**src/rtl/sha1sh_pkg.sv**
```systemverilog
// ----------------------------------------------------------------------------
// sha1sh_pkg
// Types, constants and command/status structs of the SHA-1 stream hasher.
// ----------------------------------------------------------------------------
`default_nettype none

package sha1sh_pkg;

    // Default width of the bit length kept for the padding trailer
    localparam int LENGTH_BITS_DEF = 64;
    // Width of the length trailer in the last block
    localparam int LEN_FIELD_BITS  = 64;

    typedef logic [5:0]  t_fill;
    typedef logic [6:0]  t_round;
    typedef logic [4:0]  t_out_cnt;
    typedef logic [31:0] t_word;

    // Block fill points
    localparam t_fill FILL_LAST = 6'd63;
    localparam t_fill LEN_START = 6'd56;

    // Round counter points
    localparam t_round ROUND_LAST  = 7'd79;
    localparam t_round ROUND_SEG_1 = 7'd20;
    localparam t_round ROUND_SEG_2 = 7'd40;
    localparam t_round ROUND_SEG_3 = 7'd60;

    // Last digest byte index
    localparam t_out_cnt DIGEST_LAST = 5'd19;

    // Padding marker byte
    localparam logic [7:0] PAD_MARK = 8'h80;

    // Round constants
    localparam t_word K_SEG_0 = 32'h5a827999;
    localparam t_word K_SEG_1 = 32'h6ed9eba1;
    localparam t_word K_SEG_2 = 32'h8f1bbcdc;
    localparam t_word K_SEG_3 = 32'hca62c1d6;

    // Initial chaining values
    localparam t_word INIT_H0 = 32'h67452301;
    localparam t_word INIT_H1 = 32'hefcdab89;
    localparam t_word INIT_H2 = 32'h98badcfe;
    localparam t_word INIT_H3 = 32'h10325476;
    localparam t_word INIT_H4 = 32'hc3d2e1f0;

    // Channel payloads
    typedef struct packed {
        logic       mode;
        logic [7:0] data_byte;
    } t_msg_item;

    typedef struct packed {
        logic [7:0] digest_byte;
        logic       last_byte;
    } t_dig_item;

    // Source of a byte written into the block
    typedef enum logic [1:0] {
        SEL_DATA,
        SEL_MARK,
        SEL_ZERO,
        SEL_LEN
    } t_byte_sel;

    // Controller states
    typedef enum logic [2:0] {
        S_IDLE,
        S_PAD_MARK,
        S_PAD_ZERO,
        S_PAD_LEN,
        S_ROUND,
        S_FOLD
    } t_ctrl_state;

    // Controller to datapath
    typedef struct packed {
        logic      insert;
        t_byte_sel byte_sel;
        logic      count_byte;
        logic      latch_len;
        logic      round;
        logic      fold;
        logic      finalize;
    } t_dp_cmd;

    // Datapath to controller
    typedef struct packed {
        t_fill fill;
        logic  round_last;
        logic  out_busy;
    } t_dp_status;

endpackage

`default_nettype wire

```
**src/rtl/sha1sh_dp.sv**
```systemverilog
// ----------------------------------------------------------------------------
// sha1sh_dp
// Block gathering, message schedule, round unit, chaining words and digest out.
// ----------------------------------------------------------------------------
`default_nettype none

module sha1sh_dp
    import sha1sh_pkg::*;
#(
    parameter int LENGTH_BITS = LENGTH_BITS_DEF
) (
    input  wire logic       i_clk,
    input  wire logic       i_rst_n,
    input  wire t_dp_cmd    i_cmd,
    input  wire logic [7:0] i_data_byte,
    input  wire logic       i_out_ready,
    output t_dp_status      o_status,
    output logic            o_out_valid,
    output logic [7:0]      o_out_byte,
    output logic            o_out_last
);

    // Byte gathering and schedule window (holds W[t] .. W[t+15])
    logic [23:0]            r_word_acc;
    t_word                  r_sched [16];
    t_fill                  r_fill;
    logic [60:0]            r_msg_count;
    logic [LENGTH_BITS-1:0] r_bit_len;

    // Rounds and chaining
    t_word                  r_work  [5];
    t_word                  r_chain [5];
    t_round                 r_round;

    // Digest output register
    logic [159:0]           r_digest;
    logic                   r_out_valid;
    t_out_cnt               r_out_cnt;

    logic [7:0]                w_byte;
    logic [LEN_FIELD_BITS-1:0] w_len_field;
    logic [63:0]               w_bit_len_full;
    t_word                     w_f, w_k, w_new_w, w_temp;
    t_word                     w_sum [5];
    logic                      w_block_done;
    logic                      w_out_take;

    assign w_bit_len_full = {r_msg_count, 3'b000};
    assign w_len_field    = LEN_FIELD_BITS'(r_bit_len);
    assign w_block_done   = i_cmd.insert && (r_fill == FILL_LAST);
    assign w_out_take     = r_out_valid && i_out_ready;

    // Pick the byte written into the block
    always_comb begin
        case (i_cmd.byte_sel)
            SEL_DATA: w_byte = i_data_byte;
            SEL_MARK: w_byte = PAD_MARK;
            SEL_ZERO: w_byte = 8'h00;
            SEL_LEN:  w_byte = w_len_field[{~r_fill[2:0], 3'b000} +: 8];
            default:  w_byte = 8'h00;
        endcase
    end

    // Round function, constant and schedule expansion
    always_comb begin
        if (r_round < ROUND_SEG_1) begin
            w_f = (r_work[1] & r_work[2]) | (~r_work[1] & r_work[3]);
            w_k = K_SEG_0;
        end else if (r_round < ROUND_SEG_2) begin
            w_f = r_work[1] ^ r_work[2] ^ r_work[3];
            w_k = K_SEG_1;
        end else if (r_round < ROUND_SEG_3) begin
            w_f = (r_work[1] & r_work[2]) | (r_work[1] & r_work[3]) |
                  (r_work[2] & r_work[3]);
            w_k = K_SEG_2;
        end else begin
            w_f = r_work[1] ^ r_work[2] ^ r_work[3];
            w_k = K_SEG_3;
        end
        w_new_w = r_sched[13] ^ r_sched[8] ^ r_sched[2] ^ r_sched[0];
        w_new_w = {w_new_w[30:0], w_new_w[31]};
        w_temp  = {r_work[0][26:0], r_work[0][31:27]} + w_f + r_work[4] + w_k + r_sched[0];
    end

    // Chain plus working words
    always_comb begin
        for (int i = 0; i < 5; i++) begin
            w_sum[i] = r_chain[i] + r_work[i];
        end
    end

    // Gather bytes into words and shift the schedule window
    always_ff @(posedge i_clk) begin
        if (i_cmd.insert) begin
            if (r_fill[1:0] == 2'b11) begin
                for (int i = 0; i < 15; i++) begin
                    r_sched[i] <= r_sched[i+1];
                end
                r_sched[15] <= {r_word_acc, w_byte};
            end else begin
                r_word_acc <= {r_word_acc[15:0], w_byte};
            end
        end else if (i_cmd.round) begin
            for (int i = 0; i < 15; i++) begin
                r_sched[i] <= r_sched[i+1];
            end
            r_sched[15] <= w_new_w;
        end
    end

    // Latch the bit length when a finish arrives
    always_ff @(posedge i_clk) begin
        if (i_cmd.latch_len) begin
            r_bit_len <= w_bit_len_full[LENGTH_BITS-1:0];
        end
    end

    // Load working words at block start, advance one round a cycle
    always_ff @(posedge i_clk) begin
        if (w_block_done) begin
            for (int i = 0; i < 5; i++) begin
                r_work[i] <= r_chain[i];
            end
        end else if (i_cmd.round) begin
            r_work[4] <= r_work[3];
            r_work[3] <= r_work[2];
            r_work[2] <= {r_work[1][1:0], r_work[1][31:2]};
            r_work[1] <= r_work[0];
            r_work[0] <= w_temp;
        end
    end

    // Digest shift register
    always_ff @(posedge i_clk) begin
        if (i_cmd.fold && i_cmd.finalize) begin
            r_digest <= {w_sum[0], w_sum[1], w_sum[2], w_sum[3], w_sum[4]};
        end else if (w_out_take) begin
            r_digest <= {r_digest[151:0], 8'h00};
        end
    end

    // Control state: fill, counts, rounds, chain and output handshake
    always_ff @(posedge i_clk) begin
        if (!i_rst_n) begin
            r_fill      <= '0;
            r_msg_count <= '0;
            r_round     <= '0;
            r_out_valid <= 1'b0;
            r_out_cnt   <= '0;
            r_chain[0]  <= INIT_H0;
            r_chain[1]  <= INIT_H1;
            r_chain[2]  <= INIT_H2;
            r_chain[3]  <= INIT_H3;
            r_chain[4]  <= INIT_H4;
        end else begin
            if (i_cmd.insert) begin
                r_fill <= r_fill + 6'd1;
            end
            if (i_cmd.count_byte) begin
                r_msg_count <= r_msg_count + 61'd1;
            end
            if (w_block_done) begin
                r_round <= '0;
            end else if (i_cmd.round) begin
                r_round <= r_round + 7'd1;
            end
            if (i_cmd.fold) begin
                if (i_cmd.finalize) begin
                    // Return to the initial state for the next message
                    r_chain[0]  <= INIT_H0;
                    r_chain[1]  <= INIT_H1;
                    r_chain[2]  <= INIT_H2;
                    r_chain[3]  <= INIT_H3;
                    r_chain[4]  <= INIT_H4;
                    r_msg_count <= '0;
                end else begin
                    for (int i = 0; i < 5; i++) begin
                        r_chain[i] <= w_sum[i];
                    end
                end
            end
            if (i_cmd.fold && i_cmd.finalize) begin
                r_out_valid <= 1'b1;
                r_out_cnt   <= '0;
            end else if (w_out_take) begin
                r_out_cnt <= r_out_cnt + 5'd1;
                if (r_out_cnt == DIGEST_LAST) begin
                    r_out_valid <= 1'b0;
                end
            end
        end
    end

    assign o_status.fill       = r_fill;
    assign o_status.round_last = (r_round == ROUND_LAST);
    assign o_status.out_busy   = r_out_valid;

    assign o_out_valid = r_out_valid;
    assign o_out_byte  = r_digest[159:152];
    assign o_out_last  = (r_out_cnt == DIGEST_LAST);

endmodule

`default_nettype wire

```
**config.mk**
```make
export PLATFORM = sky130hd
export DESIGN_NAME = sha1sh_dp
export DESIGN_NICKNAME = d
export VERILOG_FILES = /design/src/rtl/sha1sh_pkg.sv /design/src/rtl/sha1sh_dp.sv
export SDC_FILE = /design/constraint.sdc
export NUM_CORES = 2
export LEC_CHECK = 0
export BUFFER_PORTS_ARGS = -buffer_cell sky130_fd_sc_hd__buf_2
export CORE_MARGIN = 2
export CORE_UTILIZATION = 55
export CTS_CLUSTER_DIAMETER = 50
export DETAILED_ROUTE_END_ITERATION = 12
export PLACE_DENSITY = 0.71
export SLEW_MARGIN = 0
export SYNTH_ARGS = -nofsm -noshare
export SYNTH_HDL_FRONTEND = slang
export SYNTH_SLANG_ARGS = --single-unit
```
**constraint.sdc**
```tcl
create_clock -name i_clk -period 95.2 [get_ports i_clk]
set_input_delay 9.52 -clock i_clk [delete_from_list [all_inputs] [get_ports i_clk]]
set_output_delay 9.52 -clock i_clk [all_outputs]
set_load 0.1 [all_outputs]
```
# --- Word level (Yosys, flattened, before mapping) ---
# Memory sizes are Yosys's and may differ from the RTL's.
# Index checks and enable logic that the tools add are counted.
op_classes:
  reduce_logical: 10
  eq_ne: 7
  div_mod_pow: 0
  n_addsub: 13
  n_shift: 1
  order_cmp: 3
  n_mux: 65
  mul: 0
  n_bitwise: 47
op_table:
  columns: ["op", "n"]
  rows:
  - ["32-bit 2-to-1 mux", 36]
  - ["160-bit 2-to-1 mux", 2]
  - ["32-bit adder", 9]
  - ["61-bit 2-to-1 mux", 3]
  - ["32-bit XOR", 5]
  - ["32-bit bitwise AND", 4]
  - ["32-bit bitwise OR", 3]
  - ["64-bit by 7-bit indexed part select with 8-bit output", 1]
  - ["61-bit by 1-bit adder with 61-bit output, second input constant", 1]
  - ["32-bit inverter", 1]
  - ["8-bit one-hot mux with 4 select lines", 1]
  - ["31-bit 2-to-1 mux", 1]
  - ["1-bit bitwise OR", 31]
  - ["1-bit 2-to-1 mux", 22]
  - ["7-bit by 6-bit < comparator with 1-bit output, second input constant", 2]
  - ["7-bit by 1-bit adder with 7-bit output, second input constant", 1]
  - ["7-bit == test, second input constant", 1]
  - ["7-bit by 5-bit < comparator with 1-bit output, second input constant", 1]
  - ["6-bit by 1-bit adder with 6-bit output, second input constant", 1]
  - ["2-bit == test, second input constant", 3]
  - ["6-bit == test, second input constant", 1]
  - ["5-bit by 1-bit adder with 5-bit output, second input constant", 1]
  - ["5-bit == test, second input constant", 1]
  - ["2-bit AND reduction", 2]
  - ["other kinds (7)", 12]
totals:
  ram_bits: 832
  romBits: 0
  inputBits: 19
  elab_cells: 157
  latch_bits: 0
  ff_bits: 325
  mem_count: 3
mem_list:
  columns: ["name", "words", "word_bits", "rd", "rd_clocked_by_memory_dff", "write_ports", "line_no", "source"]
  rows:
  - ["r_sched", 16, 32, 16, 0, 16, "sha1sh_dp.sv:25", "t_word r_sched [16];"]
  - ["r_chain", 5, 32, 5, 0, 5, "sha1sh_dp.sv:32", "t_word r_chain [5];"]
  - ["r_work", 5, 32, 5, 0, 5, "sha1sh_dp.sv:31", "t_word r_work [5];"]

# --- Longest topological paths before layout ---
# An unclocked memory read counts as a cell.
logic_depth:
  word_depth: 12
  ltp_mapped: 24

# --- Worst setup path after synthesis ---
# Ideal clock, no wire load.
synth_timing:
  path_type: "input port to flip-flop"
  from: "input i_cmd[2] (netlist bit)"
  to: "memory r_sched[0][0] (netlist bit) (enable)"
  t_arrival_ps: 45472
  setup_ps: 2097
  stages: 3
  path_buffers: 1
  slack_ps: 47632
  path_cell_list: "clkbuf_1 > inv_1 > o21ai_0"
synth_lines:
  columns: ["item", "line_no", "source"]
  rows:
  - ["start, declared", "sha1sh_dp.sv:14", "input wire t_dp_cmd i_cmd,"]
  - ["end, declared", "sha1sh_dp.sv:25", null]

==> results.yml <==
timing:
  finalSetupViolCount: 0
  timing_hold_violations_final: 0
  fin_crit_sh: 0.1404
  tightest_slew_ns: 1.209
  hold_slack_ns: 0.3998
  setup_tns_ns: 0
  skew_ns: 0.03099
  slew_headroom: 0.1869
  grt_setup_unrepaired: "false"
  fmax_mhz: 74.80
  final-max-slew-violation-count: 0
  min_period_ns: 13.37
synthesis:
  synth_top_family_by_area: "simple AND/OR/NAND/NOR gates"
  yosys.area_share.simple: 0.1133
  syn_inst: 4438
  synth_adder_area_share: 0.09448
  synth-seq-cells: 1157
  synth_mux_area_frac: 0.009425
  synth_nets: 4800
  syn_area_per_cell_sq_um: 12.38
  yosysUniqueCellTypes: 81
  synthXorXnorAreaFrac: 0.05004
  ys_warn_count: 0
  ys.flop_type: "edfxtp_1"
  synth-seq-area-share: 0.6176
  synth_compound_area_frac: 0.09088
  async_flop_share: 0
  synthesis.area_sq_um: 54960
  synth-edff-count: 1077
flow_run:
  cap_violations: 0
cts:
  cts_buffers: 138
  clockBufferDepth: 3
  postCtsSetupRepairBufs: 0
  cts.sinks: 1157
  cts_resized: 0
  clk_latency_ns: 0.76
  hold_buffers: 0
  cts-root-buf: "clkbuf_16"
  cts_tree: "done"
  cts_max_level: 4
  clk_pin_slew_ns: 0.06
min_path:
  worstHoldPathType: "reg -> reg"
  holdPathStages: 0
  holdPathEnd: "r_sched[0][149]"
  hp-start: "r_sched[0][181]"
setup_path:
  critPathMaxFanout: 88
  reg2reg_depth: 25
  critPathRequiredTime_ns: 95.56
  r2r_slack_ns: 87.87
  cp_num_buf_inv: 5
  r2r-start: "r_round[3]"
  rr_endpoint: "r_work[0][27]"
  cp_top_family: "buffers and inverters"
  critPathSlowestCell: "buf_4"
  startpoint_type: "input pin"
  endpoint_kind: "flop"
  cp_common_cell: "buf_4"
  arrival_ns: 13.73
  criticalPathCategory: "in -> reg"
  max_stage_delay_ns: 0.92
  worstSetupPathDepth: 6
  path_cells: "buf_2, inv_1, o21ai_4, buf_4, buf_4, buf_4"
routing:
  drc: 0
  viasPerCell: 5.910
  firstDrtPassIters: 6
  ant_nets: 0
  drt_iter0_drc: 3565
  vias: 34860
  routedWlPerCell_microns: 23.20
  wirelength_mm: 136.8
run_status:
  status: "completed"
cells_and_area:
  finish.instance_area_sq_um: 61190
  areaGrowthSynthToFinish_pct: 11.34
  final_common_cell: "edfxtp_1"
  num_antenna_cells: 0
  instances_no_fill: 5899
  fin_util: 0.6200
  nets: 4865
  fill_cells: 7509
  layout_common_cells: "edfxtp_1 (1077), nand2_1 (785), nor2_1 (313)"
  layout-drive-gt1-share: 0.07524
placement:
  dp.cells: 5650
  gp_congestion: 0.9644
  dp_hpwl_mm: 95.95
  portBuffers: 36
  dpl-instance-area_sq_um: 56480
floorplan:
  dieArea_sq_um: 102500
  initial_core_util: 0.5568
  coreArea_sq_um: 98710
  row_count: 115
  die_w_microns: 320.1
  die_y_microns: 320.1
  io_pins: 37
global_route:
  grt_pass1_vias: 33500
  grt_start_max_net_pins: 121
  overflow: 0
  antenna_found_initial: 3
  grt_pass1_wl_mm: 206.0
  track_usage: 0.2690
power:
  p_per_area_nw_per_um2: 27.43
  vdd_drop_max_uv: 19.78
  p_leak_nw: 23.24
-- kinds of logic after synthesis --
| kind of cell | Yosys count |
|---|---|
| AO/OA/AOI/OAI | 803 |
| XOR/XNOR | 314 |
| adder cells (fa/ha/maj) | 343 |
| buffers and inverters | 345 |
| flip-flops | 1157 |
| multiplexers | 39 |
| AND/OR/NAND/NOR | 1437 |
-- sequential cells by signal (all words and copies together), names as in the netlist --
register     count
o_out_valid      1
r_out_cnt        5
r_word_acc      24
r_bit_len       61
r_sched        512
r_work         160
r_msg_count     61
r_fill           6
r_digest       160
r_round          7
r_chain        160
-- per-stage QoR --
step	worst slack, ns	power, mW
floorplan	47.63	1.008
global placement	81.11	1.129
detailed placement	81.03	1.137
CTS	81.87	1.681
global route	81.42	1.762
finish	81.83	1.678
-- area by class of cell --
type,instances,area [sq um],area share
Clock inverter,93,1139,0.01861
Inverter,202,758.2,0.01239
Clock buffer,156,3572,0.05837
Multi-Input combinational cell,2936,19750,0.3228
Tap cell,1287,1610,0.02631
Timing Repair Buffer,68,420.4,0.006870
Sequential cell,1157,33940,0.5547
-- where the power goes --
part	internal (mW)	switching (mW)	total (mW)
registers	0.612	0.0487	0.661
logic	0.184	0.292	0.475
clock network	0.326	0.217	0.542
total	1.12	0.557	1.68
-- worst max-delay path by stage --
stage / from / endpoint / slack (ns)
finish: i_cmd[2] / r_sched[1][62] / 81.83
floorplan: i_cmd[2] / r_sched[0][0] / 47.63
CTS: i_cmd[2] / r_sched[0][125] / 81.87
global route: i_cmd[2] / r_sched[0][219] / 81.42
global placement: i_cmd[2] / r_sched[0][125] / 81.11
detailed placement: i_cmd[2] / r_sched[0][92] / 81.03
-- cells in the mapped netlist (28+ instances only) --
master    number  area [sq um]
a21o_1        56         420.4
a21oi_1      195         975.9
and3_1        28         175.2
clkbuf_1     123         461.7
dfxtp_1       80          1602
edfxtp_1    1077         32340
fa_1         120          2402
ha_1         223          2790
inv_1        202         758.2
nand2_1      791          2969
nand2b_1      32         200.2
nand3_1       61         305.3
nor2_1       314          1179
nor2b_1       49         306.5
nor3_1        34         170.2
o21a_1        44         330.3
o21ai_0      272          1361
o31ai_1       30         225.2
xnor2_1      190          1664
xor2_1       124          1086
-- routing by layer --
| metal | up-vias | global-route usage | wire [microns] |
|---|---|---|---|
| met5 | - | 0 | 42 |
| met4 | 6 | 0.1044 | 5328 |
| met3 | 277 | 0.05803 | 11600 |
| met2 | 1424 | 0.4149 | 62050 |
| met1 | 17130 | 0.3758 | 57810 |
| li1 | 16030 | - | - |
Power figures use the tool's default switching activity.
