<file path="config.mk">
export PLATFORM = sky130hd
export DESIGN_NAME = sha1sh_ctrl
export DESIGN_NICKNAME = d
export VERILOG_FILES = /design/src/rtl/sha1sh_pkg.sv /design/src/rtl/sha1sh_ctrl.sv
export SDC_FILE = /design/constraint.sdc
export NUM_CORES = 1
export LEC_CHECK = 0
export BUFFER_PORTS_ARGS = -buffer_cell sky130_fd_sc_hd__buf_2
export CAP_MARGIN = 15
export CORE_AREA = 2 2 39 41
export DETAILED_ROUTE_END_ITERATION = 12
export DIE_AREA = 0 0 41 43
export PLACE_DENSITY = 0.66
export SYNTH_ARGS = -nofsm -noshare
export SYNTH_HDL_FRONTEND = slang
export SYNTH_SLANG_ARGS = --single-unit
export TNS_END_PERCENT = 20
</file>
<file path="constraint.sdc">
create_clock -name i_clk -period 2 [get_ports i_clk]
set_clock_uncertainty 0.15 [all_clocks]
set_input_delay 0.1 -clock i_clk [delete_from_list [all_inputs] [get_ports i_clk]]
set_output_delay 0.1 -clock i_clk [all_outputs]
set_load 0.05 [all_outputs]
</file>
<file path="src/rtl/sha1sh_pkg.sv">
// ----------------------------------------------------------------------------
// sha1sh_pkg
// Types, constants and command/status structs of the SHA-1 stream hasher.
// ----------------------------------------------------------------------------
`default_nettype none

package sha1sh_pkg;

    // Default width of the bit length kept for the padding trailer
    localparam int LENGTH_BITS_DEF = 64;
    // Width of the length trailer in the last block
    localparam int LEN_FIELD_BITS  = 64;

    typedef logic [5:0]  t_fill;
    typedef logic [6:0]  t_round;
    typedef logic [4:0]  t_out_cnt;
    typedef logic [31:0] t_word;

    // Block fill points
    localparam t_fill FILL_LAST = 6'd63;
    localparam t_fill LEN_START = 6'd56;

    // Round counter points
    localparam t_round ROUND_LAST  = 7'd79;
    localparam t_round ROUND_SEG_1 = 7'd20;
    localparam t_round ROUND_SEG_2 = 7'd40;
    localparam t_round ROUND_SEG_3 = 7'd60;

    // Last digest byte index
    localparam t_out_cnt DIGEST_LAST = 5'd19;

    // Padding marker byte
    localparam logic [7:0] PAD_MARK = 8'h80;

    // Round constants
    localparam t_word K_SEG_0 = 32'h5a827999;
    localparam t_word K_SEG_1 = 32'h6ed9eba1;
    localparam t_word K_SEG_2 = 32'h8f1bbcdc;
    localparam t_word K_SEG_3 = 32'hca62c1d6;

    // Initial chaining values
    localparam t_word INIT_H0 = 32'h67452301;
    localparam t_word INIT_H1 = 32'hefcdab89;
    localparam t_word INIT_H2 = 32'h98badcfe;
    localparam t_word INIT_H3 = 32'h10325476;
    localparam t_word INIT_H4 = 32'hc3d2e1f0;

    // Channel payloads
    typedef struct packed {
        logic       mode;
        logic [7:0] data_byte;
    } t_msg_item;

    typedef struct packed {
        logic [7:0] digest_byte;
        logic       last_byte;
    } t_dig_item;

    // Source of a byte written into the block
    typedef enum logic [1:0] {
        SEL_DATA,
        SEL_MARK,
        SEL_ZERO,
        SEL_LEN
    } t_byte_sel;

    // Controller states
    typedef enum logic [2:0] {
        S_IDLE,
        S_PAD_MARK,
        S_PAD_ZERO,
        S_PAD_LEN,
        S_ROUND,
        S_FOLD
    } t_ctrl_state;

    // Controller to datapath
    typedef struct packed {
        logic      insert;
        t_byte_sel byte_sel;
        logic      count_byte;
        logic      latch_len;
        logic      round;
        logic      fold;
        logic      finalize;
    } t_dp_cmd;

    // Datapath to controller
    typedef struct packed {
        t_fill fill;
        logic  round_last;
        logic  out_busy;
    } t_dp_status;

endpackage

`default_nettype wire

</file>
<file path="src/rtl/sha1sh_ctrl.sv">
// ----------------------------------------------------------------------------
// sha1sh_ctrl
// Sequencer: byte intake, padding, round loop and chain fold.
// ----------------------------------------------------------------------------
`default_nettype none

module sha1sh_ctrl
    import sha1sh_pkg::*;
(
    input  wire logic       i_clk,
    input  wire logic       i_rst_n,
    input  wire logic       i_in_valid,
    input  wire logic       i_in_mode,
    output logic            o_in_ready,
    input  wire t_dp_status i_status,
    output t_dp_cmd         o_cmd
);

    t_ctrl_state r_state, n_state;
    logic        r_fin, n_fin;
    logic        r_len_done, n_len_done;
    logic        w_take;

    assign w_take = i_in_valid && o_in_ready;

    // State registers
    always_ff @(posedge i_clk) begin
        if (!i_rst_n) begin
            r_state    <= S_IDLE;
            r_fin      <= 1'b0;
            r_len_done <= 1'b0;
        end else begin
            r_state    <= n_state;
            r_fin      <= n_fin;
            r_len_done <= n_len_done;
        end
    end

    // Next state
    always_comb begin
        n_state    = r_state;
        n_fin      = r_fin;
        n_len_done = r_len_done;
        unique case (r_state)
            S_IDLE: begin
                if (w_take && i_in_mode) begin
                    n_state = S_PAD_MARK;
                    n_fin   = 1'b1;
                end else if (w_take && (i_status.fill == FILL_LAST)) begin
                    n_state = S_ROUND;
                end
            end
            S_PAD_MARK: begin
                n_state = (i_status.fill == FILL_LAST) ? S_ROUND : S_PAD_ZERO;
            end
            S_PAD_ZERO: begin
                if (i_status.fill == LEN_START) begin
                    n_state = S_PAD_LEN;
                end else if (i_status.fill == FILL_LAST) begin
                    n_state = S_ROUND;
                end
            end
            S_PAD_LEN: begin
                if (i_status.fill == FILL_LAST) begin
                    n_state    = S_ROUND;
                    n_len_done = 1'b1;
                end
            end
            S_ROUND: begin
                if (i_status.round_last) begin
                    n_state = S_FOLD;
                end
            end
            S_FOLD: begin
                if (r_fin && r_len_done) begin
                    n_state    = S_IDLE;
                    n_fin      = 1'b0;
                    n_len_done = 1'b0;
                end else if (r_fin) begin
                    n_state = S_PAD_ZERO;
                end else begin
                    n_state = S_IDLE;
                end
            end
            default: n_state = S_IDLE;
        endcase
    end

    // Outputs
    always_comb begin
        o_in_ready       = 1'b0;
        o_cmd.insert     = 1'b0;
        o_cmd.byte_sel   = SEL_DATA;
        o_cmd.count_byte = 1'b0;
        o_cmd.latch_len  = 1'b0;
        o_cmd.round      = 1'b0;
        o_cmd.fold       = 1'b0;
        o_cmd.finalize   = 1'b0;
        unique case (r_state)
            S_IDLE: begin
                // A finish waits until the previous digest has gone out
                o_in_ready       = !i_in_mode || !i_status.out_busy;
                o_cmd.insert     = w_take && !i_in_mode;
                o_cmd.count_byte = w_take && !i_in_mode;
                o_cmd.latch_len  = w_take && i_in_mode;
            end
            S_PAD_MARK: begin
                o_cmd.insert   = 1'b1;
                o_cmd.byte_sel = SEL_MARK;
            end
            S_PAD_ZERO: begin
                o_cmd.insert   = (i_status.fill != LEN_START);
                o_cmd.byte_sel = SEL_ZERO;
            end
            S_PAD_LEN: begin
                o_cmd.insert   = 1'b1;
                o_cmd.byte_sel = SEL_LEN;
            end
            S_ROUND: begin
                o_cmd.round = 1'b1;
            end
            S_FOLD: begin
                o_cmd.fold     = 1'b1;
                o_cmd.finalize = r_fin && r_len_done;
            end
            default: o_in_ready = 1'b0;
        endcase
    end

endmodule

`default_nettype wire

</file>
# --- Word level (Yosys, flattened, before mapping) ---
# Cells that the tools add are included.
totals:
  ff_bits: 5
  word_cells: 51
  input_bits: 12
  out_inout_bits: 9
classes:
  n_reduce_logical: 15
  muxes: 20
  n_eq_ne: 13
ops:
  columns: ["cell", "n"]
  rows:
  - ["3-bit 2-to-1 mux", 6]
  - ["3-bit one-hot mux with 6 select lines", 1]
  - ["6-bit == test (second input constant)", 2]
  - ["2-bit 2-to-1 mux", 4]
  - ["2-bit != test (second input constant)", 4]
  - ["3-bit by 2-bit == test with 1-bit output (second input constant)", 2]
  - ["3-bit == test (second input constant)", 2]
  - ["6-bit != test (second input constant)", 1]
  - ["2-bit one-hot mux with 3 select lines", 1]
  - ["3-bit AND reduction", 2]
  - ["1-bit logical AND", 5]
  - ["1-bit 2-to-1 mux", 5]
  - ["1-bit one-hot mux with 2 select lines", 2]
  - ["2-bit nonzero test", 2]
  - ["3-bit by 1-bit == test with 1-bit output (second input constant)", 1]
  - ["3-bit logical NOT", 1]
  - ["3-bit != test (second input constant)", 1]
  - ["1-bit one-hot mux with 3 select lines", 1]
  - ["1-bit logical NOT", 2]
  - ["2-bit AND reduction", 1]
  - ["2-bit OR reduction", 1]
  - ["1-bit logical OR", 1]

# --- Logic depth before layout (Yosys ltp) ---
# Gate-level depths: netlist of run 1.
depth:
  word_depth: 8
  mapped_depth: 5
  ltp_nobuf: 4

# --- Least setup slack after synthesis of run 1 ---
# Ideal clock, no wire load.
synth_path:
  path_kind: "register to register"
  start: "register r_state[2]"
  end: "register r_state[0]"
  period_less_slack_ps: 1919
  setup_ps: 86
  required_time_ps: 1764
  stages_incl_launch_ff: 6
  path_buffers: 1
  arrival_ps: 1683
  path_slack_ps: 81
  path_cell_list: "dfxtp_1 > clkbuf_1 > nor2b_1 > nand2_1 > a2bb2oi_1 > a211oi_1"
synth_via:
  elab_chain_len: 6
  elab_cells_between_ends: 15
  cone_classes: "eq/ne (7); mux (3); reduce/logical (5)"
synth_lines:
  columns: ["item", "line", "source"]
  rows:
  - ["start: declaration", "sha1sh_ctrl.sv:19", "t_ctrl_state r_state, n_state;"]
  - ["start signal: assignment", "sha1sh_ctrl.sv:33", "r_state <= n_state;"]
  - ["3-bit logical NOT", "sha1sh_ctrl.sv:44, sha1sh_ctrl.sv:99", null]
  - ["1-bit 2-to-1 mux", "sha1sh_ctrl.sv:99", "unique case (r_state)"]
  - ["1-bit logical AND", "sha1sh_ctrl.sv:24", "assign w_take = i_in_valid && o_in_ready;"]
  - ["1-bit logical AND (on tied branches)", "sha1sh_ctrl.sv:46, sha1sh_ctrl.sv:49", null]
  - ["3-bit 2-to-1 mux / 3-bit != test (equally long branches)", null, null]
  - ["3-bit one-hot mux with 6 select lines / 2-bit AND reduction (equally long branches)", null, null]
# Several ways; a longest one is shown, not always the timed one.
# A chain may end at the register's enable or synchronous reset.

==> flow_summary.yaml, run 1 <==
worst_setup_path:
  crit_arrival_ns: 1.53
  cp_cell_sequence: "or3_1, nor2_1, buf_2"
  crit_required_ns: 1.75
  crit_path_top_delay_cell: "or3_1"
  cp_slowest_stage_delay_ns: 0.45
  start_kind: "flip-flop"
  path_buf_inv: 1
  critPathKind: "reg2out"
  crit_fanout: 11
  critPathTopFamily: "simple AND/OR/NAND/NOR gates"
  cp-end-kind: "primary output"
final_layout:
  layout.cells.non_filler: 95
  drive_above_1_share_pct: 34.2
  post-route-cell-area_sq_um: 546
  final_nets: 92
  area_growth_pct: 32.9
  antenna_cells: 0
  fin_util_pct: 39.4
clock_network:
  htree_levels: 1
  postCtsHoldBufs: 0
  clock_sinks: 5
  post_cts_resized: 0
  cts_tree: "done"
  cts_root_buffer: "clkbuf_4"
  post-cts-setup-buffers: 0
  clk_latency_ns: 0.24
  clock_path_buffers: 2
  clkTransAtPathRegs_ns: 0.04
  cts-buffers-inserted: 3
floorplanning:
  initial_utilization_pct: 29.7
  placementRows: 14
  core_area_sq_mm: 0.00138
  pin_count: 21
  die_w_um: 41
  die_h_um: 43
  die_area_sq_mm: 0.00176
sta:
  post-route-min-period_ns: 1.78
  fmax_mhz: 561
  relSlewSlack_pct: 76.6
  timing.hold.ws_ns: 0.00105
  tightest_slew_ns: 0.350
  rsz0062_at_grt: "no"
  final.period_utilization_pct: 89.2
  fin_tns_setup_ns: 0
  setup_viol: 0
  final_hold_viol_count: 0
  finalMaxSlewViolations: 0
synth:
  ys_ff_latch: 5
  yosysSeqAreaShare_pct: 24.4
  post-synth-top-count-cell: "nor2_1"
  syn_area_sq_um: 410
  synth_top_cell_area_share_pct: 24.4
  synthTopCellsByArea: "dfxtp_1 24%, a21oi_1 7.3%, nor2_1 6.4%, nand3_1 4.9%, nor3_1 3.7%"
  synth_edf_count: 0
  yosysTopAreaCell: "dfxtp_1"
  ys_async_sr_fraction_pct: 0
  syn_area_per_cell_sq_um: 7.20
  synth_fp_nets: 69
  ys_types: 30
  synth_commonest_cells: "7 x nor2_1, 6 x a21oi_1, 5 x dfxtp_1, 4 x nand3_1"
  yosys_warnings: 0
  syn_inst: 57
  synthFlopType: "dfxtp_1"
placed_design:
  place.port_buffers: 20
  hpwlAfterDp_um: 840
  post_dp_cell_area_sq_um: 519
  dp.cells: 91
  gp_congestion: 0.842
flow_run:
  max_cap_viol_count: 0
global_route:
  grt_max_degree: 12
  grt_pass1_vias: 415
  overflow: 0
  grt_pass1_wl_um: 1700
  grtUsageTotal_pct: 14.7
  antenna_found_initial: 0
detailed_routing:
  drc: 0
  drtPass1Iterations: 5
  antenna_left: 0
  drtIter0Drc: 11
  vias: 496
  totalWireLength_um: 1050
  viasPerCell: 5.22
  post_drt_wl_per_cell_um: 11.0
power_and_ir_drop:
  p_per_area_mw_per_mm2: 632
  p_leak_nw: 0.253
  vdd_drop_max_mv: 0.248
status:
  status: "finished clean"
worst_hold_path:
  worstHoldPathType: "in2reg"
## flip-flops by register name (all words and copies together), names as in the netlist
name and cells:
r_fin 1, r_len_done 1, r_state 3
## metrics by stage
stage	total power, mW	worst slack, ns
after CTS	0.352	0.192
after floorplan	0.197	0.0814
after global placement	0.228	0.365
after detailed placement	0.229	0.358
final	0.345	0.216
after global routing	0.373	0.0924
## placed cells by master, fill, tap and decap left out
cell,instances
buf_2,20
nor2_1,7
a21oi_1,6
dfxtp_1,5
nand3_1,4
inv_1,3
nor3_1,3
nand2_1,3
clkbuf_4,3
nand2b_1,2
and2_1,2
o21ai_0,2
or3_1,1
and3_1,1
nand3b_1,1
nor2b_1,1
and2b_1,1
and4_1,1
nand4_1,1
nand3_2,1
nor2_4,1
nor2_2,1
a2bb2oi_1,1
a21o_1,1
o221ai_1,1
a211oi_1,1
nor4_1,1
or4b_1,1
a221oi_2,1
o32a_1,1
clkbuf_1,1
## cells by family after synthesis
| group | Yosys count | synth area share [%] |
|---|---|---|
| AND/OR/NAND/NOR | 33 | 46.3 |
| buffers and inverters | 5 | 5.49 |
| flip-flops | 5 | 24.4 |
| AO/OA/AOI/OAI | 14 | 23.8 |
## routing by layer
layer / GRT usage (%) / share of wire, % / vias to the layer above / wire length [um]
met5: 0 / 0 / - / 0
met4: 10.7 / 1.4 / 0 / 15
met3: 6.28 / 6.6 / 2 / 69
met2: 20.3 / 46 / 17 / 482
met1: 17.1 / 46 / 221 / 479
li1: - / - / 256 / -
## worst register-to-register path: cells and delay by family, from the launching register on
kind	cells	cell delay (ns)
AOI/OAI and AO/OA	1	0.27
DFF	1	0.52
and+or+nand+nor	2	0.63
## final timing paths
kind | start | end | slack [ns] | depth (start not counted)
hold / removal | i_status[1] | r_state[2] | 0.001 | 4
hold reg to reg | r_fin | r_fin | 0.40 | 2
setup / recovery | r_state[2] | o_cmd[3] | 0.22 | 3
setup reg to reg | r_state[0] | r_state[2] | 0.35 | 3
## layout make-up
cell class                      count  area [sq um]
Fill cell                         150           838
Multi-Input combinational cell     47           288
Sequential cell                     5           100
Timing Repair Buffer               20           100
Clock buffer                        4          26.3
Tap cell                           16          20.0
Inverter                            3          11.3
## power breakdown
part	internal [mW]	leakage (nW)	switching, mW	total [mW]
Sequential	0.105	0.0406	0.00888	0.113
Combinational	0.0358	0.197	0.0779	0.114
Clock	0.0755	0.0150	0.0424	0.118
Total	0.216	0.253	0.129	0.345
(Power assumes the default switching activity.)
==> run 2: changes to the inputs <==
Settings changed: MAX_ROUTING_LAYER set to met4, REMOVE_ABC_BUFFERS set to 1.
==> flow_summary.yaml, run 2 (same netlist as run 1, synthesis figures left out) <==
floorplanning:
  pin_count: 21
  initial_utilization_pct: 29.7
  die_w_um: 41
  die_area_sq_mm: 0.00176
  core_area_sq_mm: 0.00138
  placementRows: 14
  die_h_um: 43
detailed_routing:
  viasPerCell: 5.22
  drtPass1Iterations: 3
  vias: 501
  totalWireLength_um: 1120
  drtIter0Drc: 6
  antenna_left: 0
  drc: 0
  post_drt_wl_per_cell_um: 11.7
clock_network:
  postCtsHoldBufs: 1
  post_cts_resized: 0
  htree_levels: 1
  clk_latency_ns: 0.25
  post-cts-setup-buffers: 0
  clkTransAtPathRegs_ns: 0.05
  cts_tree: "done"
  cts-buffers-inserted: 3
  clock_path_buffers: 2
  clock_sinks: 5
  cts_root_buffer: "clkbuf_4"
worst_setup_path:
  cp_cell_sequence: "or3_1, nor2_1, buf_2"
  crit_arrival_ns: 1.56
  cp_slowest_stage_delay_ns: 0.45
  rr_worst_depth: 3
  cp-end-kind: "primary output"
  crit_path_top_delay_cell: "or3_1"
  crit_required_ns: 1.75
  start_kind: "flip-flop"
  critPathKind: "reg2out"
  crit_fanout: 11
global_route:
  antenna_found_initial: 0
  grtUsageTotal_pct: 15.2
  overflow: 0
  grt_pass1_vias: 439
  grt_max_degree: 12
  grt_pass1_wl_um: 1770
power_and_ir_drop:
  p_clk_share_pct: 34.5
  power.switching_uw: 134
  swShare_pct: 38.1
  total_power_uw: 351
  p_int_uw: 217
  p_leak_nw: 0.257
  p_per_area_mw_per_mm2: 632
  vdd_drop_max_mv: 0.230
  pwr-share-comb_pct: 33.3
  p_seq_share_pct: 32.3
final_layout:
  final_common_cell: "buf_2"
  largest_reg_flops: 3
  fillCellCount: 150
  multi_input_area_sq_um: 288
  drive_above_1_share_pct: 33.8
  antenna_cells: 0
  final_nets: 93
  area_growth_pct: 35.4
  layout.cells.non_filler: 96
  final_cell_mix: "20 x buf_2, 7 x nor2_1, 6 x a21oi_1, 5 x dfxtp_1, 4 x nand3_1"
  largestRegisters: "r_state: 3 flops, r_fin: 1 flops, r_len_done: 1 flops"
  layout.area.seq_sq_um: 100
  regMostFlops: "r_state"
sta:
  finalMaxSlewViolations: 0
  relSlewSlack_pct: 76.6
  post-route-min-period_ns: 1.81
  fin_tns_setup_ns: 0
  setup_viol: 0
  fmax_mhz: 552
  tightest_slew_ns: 0.350
  rsz0062_at_grt: "no"
  final_hold_viol_count: 0
  final.period_utilization_pct: 90.6
worst_hold_path:
  worstHoldPathType: "in2reg"
  min_path_cells: 3
status:
  status: "finished clean"
flow_run:
  max_cap_viol_count: 0
placed_design:
  hpwlAfterDp_um: 833
  dp.cells: 91
  place.port_buffers: 20
  gp_congestion: 0.753
run 2: cell count changes in the layout (fill, tap and decap cells not counted):
| cell | before | now |
|---|---|---|
| dlygate4sd3_1 | 0 | 1 |
run 2: critical path, delay by kind of cell, from the launching register on:
kind                   cells  cell delay, ns
DFF                        1            0.39
and+or+nand+nor            2            0.63
buffers and inverters      1            0.29
run 2: per-layer routing:
metal,wire (um),track usage [%],share of wire [%]
met5,0,-,0
met3,39,3.14,3.5
met4,17,6.00,1.5
met2,589,25.6,53
met1,473,16.4,42
run 2: worst paths after layout:
path	start	endpoint	slack [ns]
setup / recovery	r_state[2]	o_cmd[3]	0.19
hold / removal	i_rst_n	r_state[1]	0.02
setup reg to reg	r_state[0]	r_state[2]	0.35
hold reg to reg	r_fin	r_fin	0.40
run 2: power by group through the flow:
stage / registers (mW) / clock network (mW) / logic (mW)
global route: 0.114 / 0.130 / 0.125
floorplan: 0.113 / 0 / 0.0822
detailed placement: 0.115 / 0 / 0.114
global placement: 0.115 / 0 / 0.113
finish: 0.113 / 0.121 / 0.117
CTS: 0.113 / 0.121 / 0.117
run 2: layout make-up:
class | instances | share of cell area, %
Inverter | 3 | 2.03
Timing Repair Buffer | 21 | 19.8
Multi-Input combinational cell | 47 | 51.8
Tap cell | 16 | 3.60
Clock buffer | 4 | 4.73
Sequential cell | 5 | 18.0
run 2: through the flow:
step / worst slack [ns] / utilization [%] / hold WS (ns) / area [sq um]
6_report: 0.189 / 40.1 / 0.0196 / 556
3_3_place_gp: 0.362 / 37.5 / 0.256 / 519
3_5_place_dp: 0.361 / 37.5 / 0.253 / 519
4_1_cts: 0.208 / 40.1 / 0.0211 / 556
2_1_floorplan: 0.0998 / - / 0.133 / 399
5_1_grt: 0.0859 / 40.1 / 0.0240 / 556
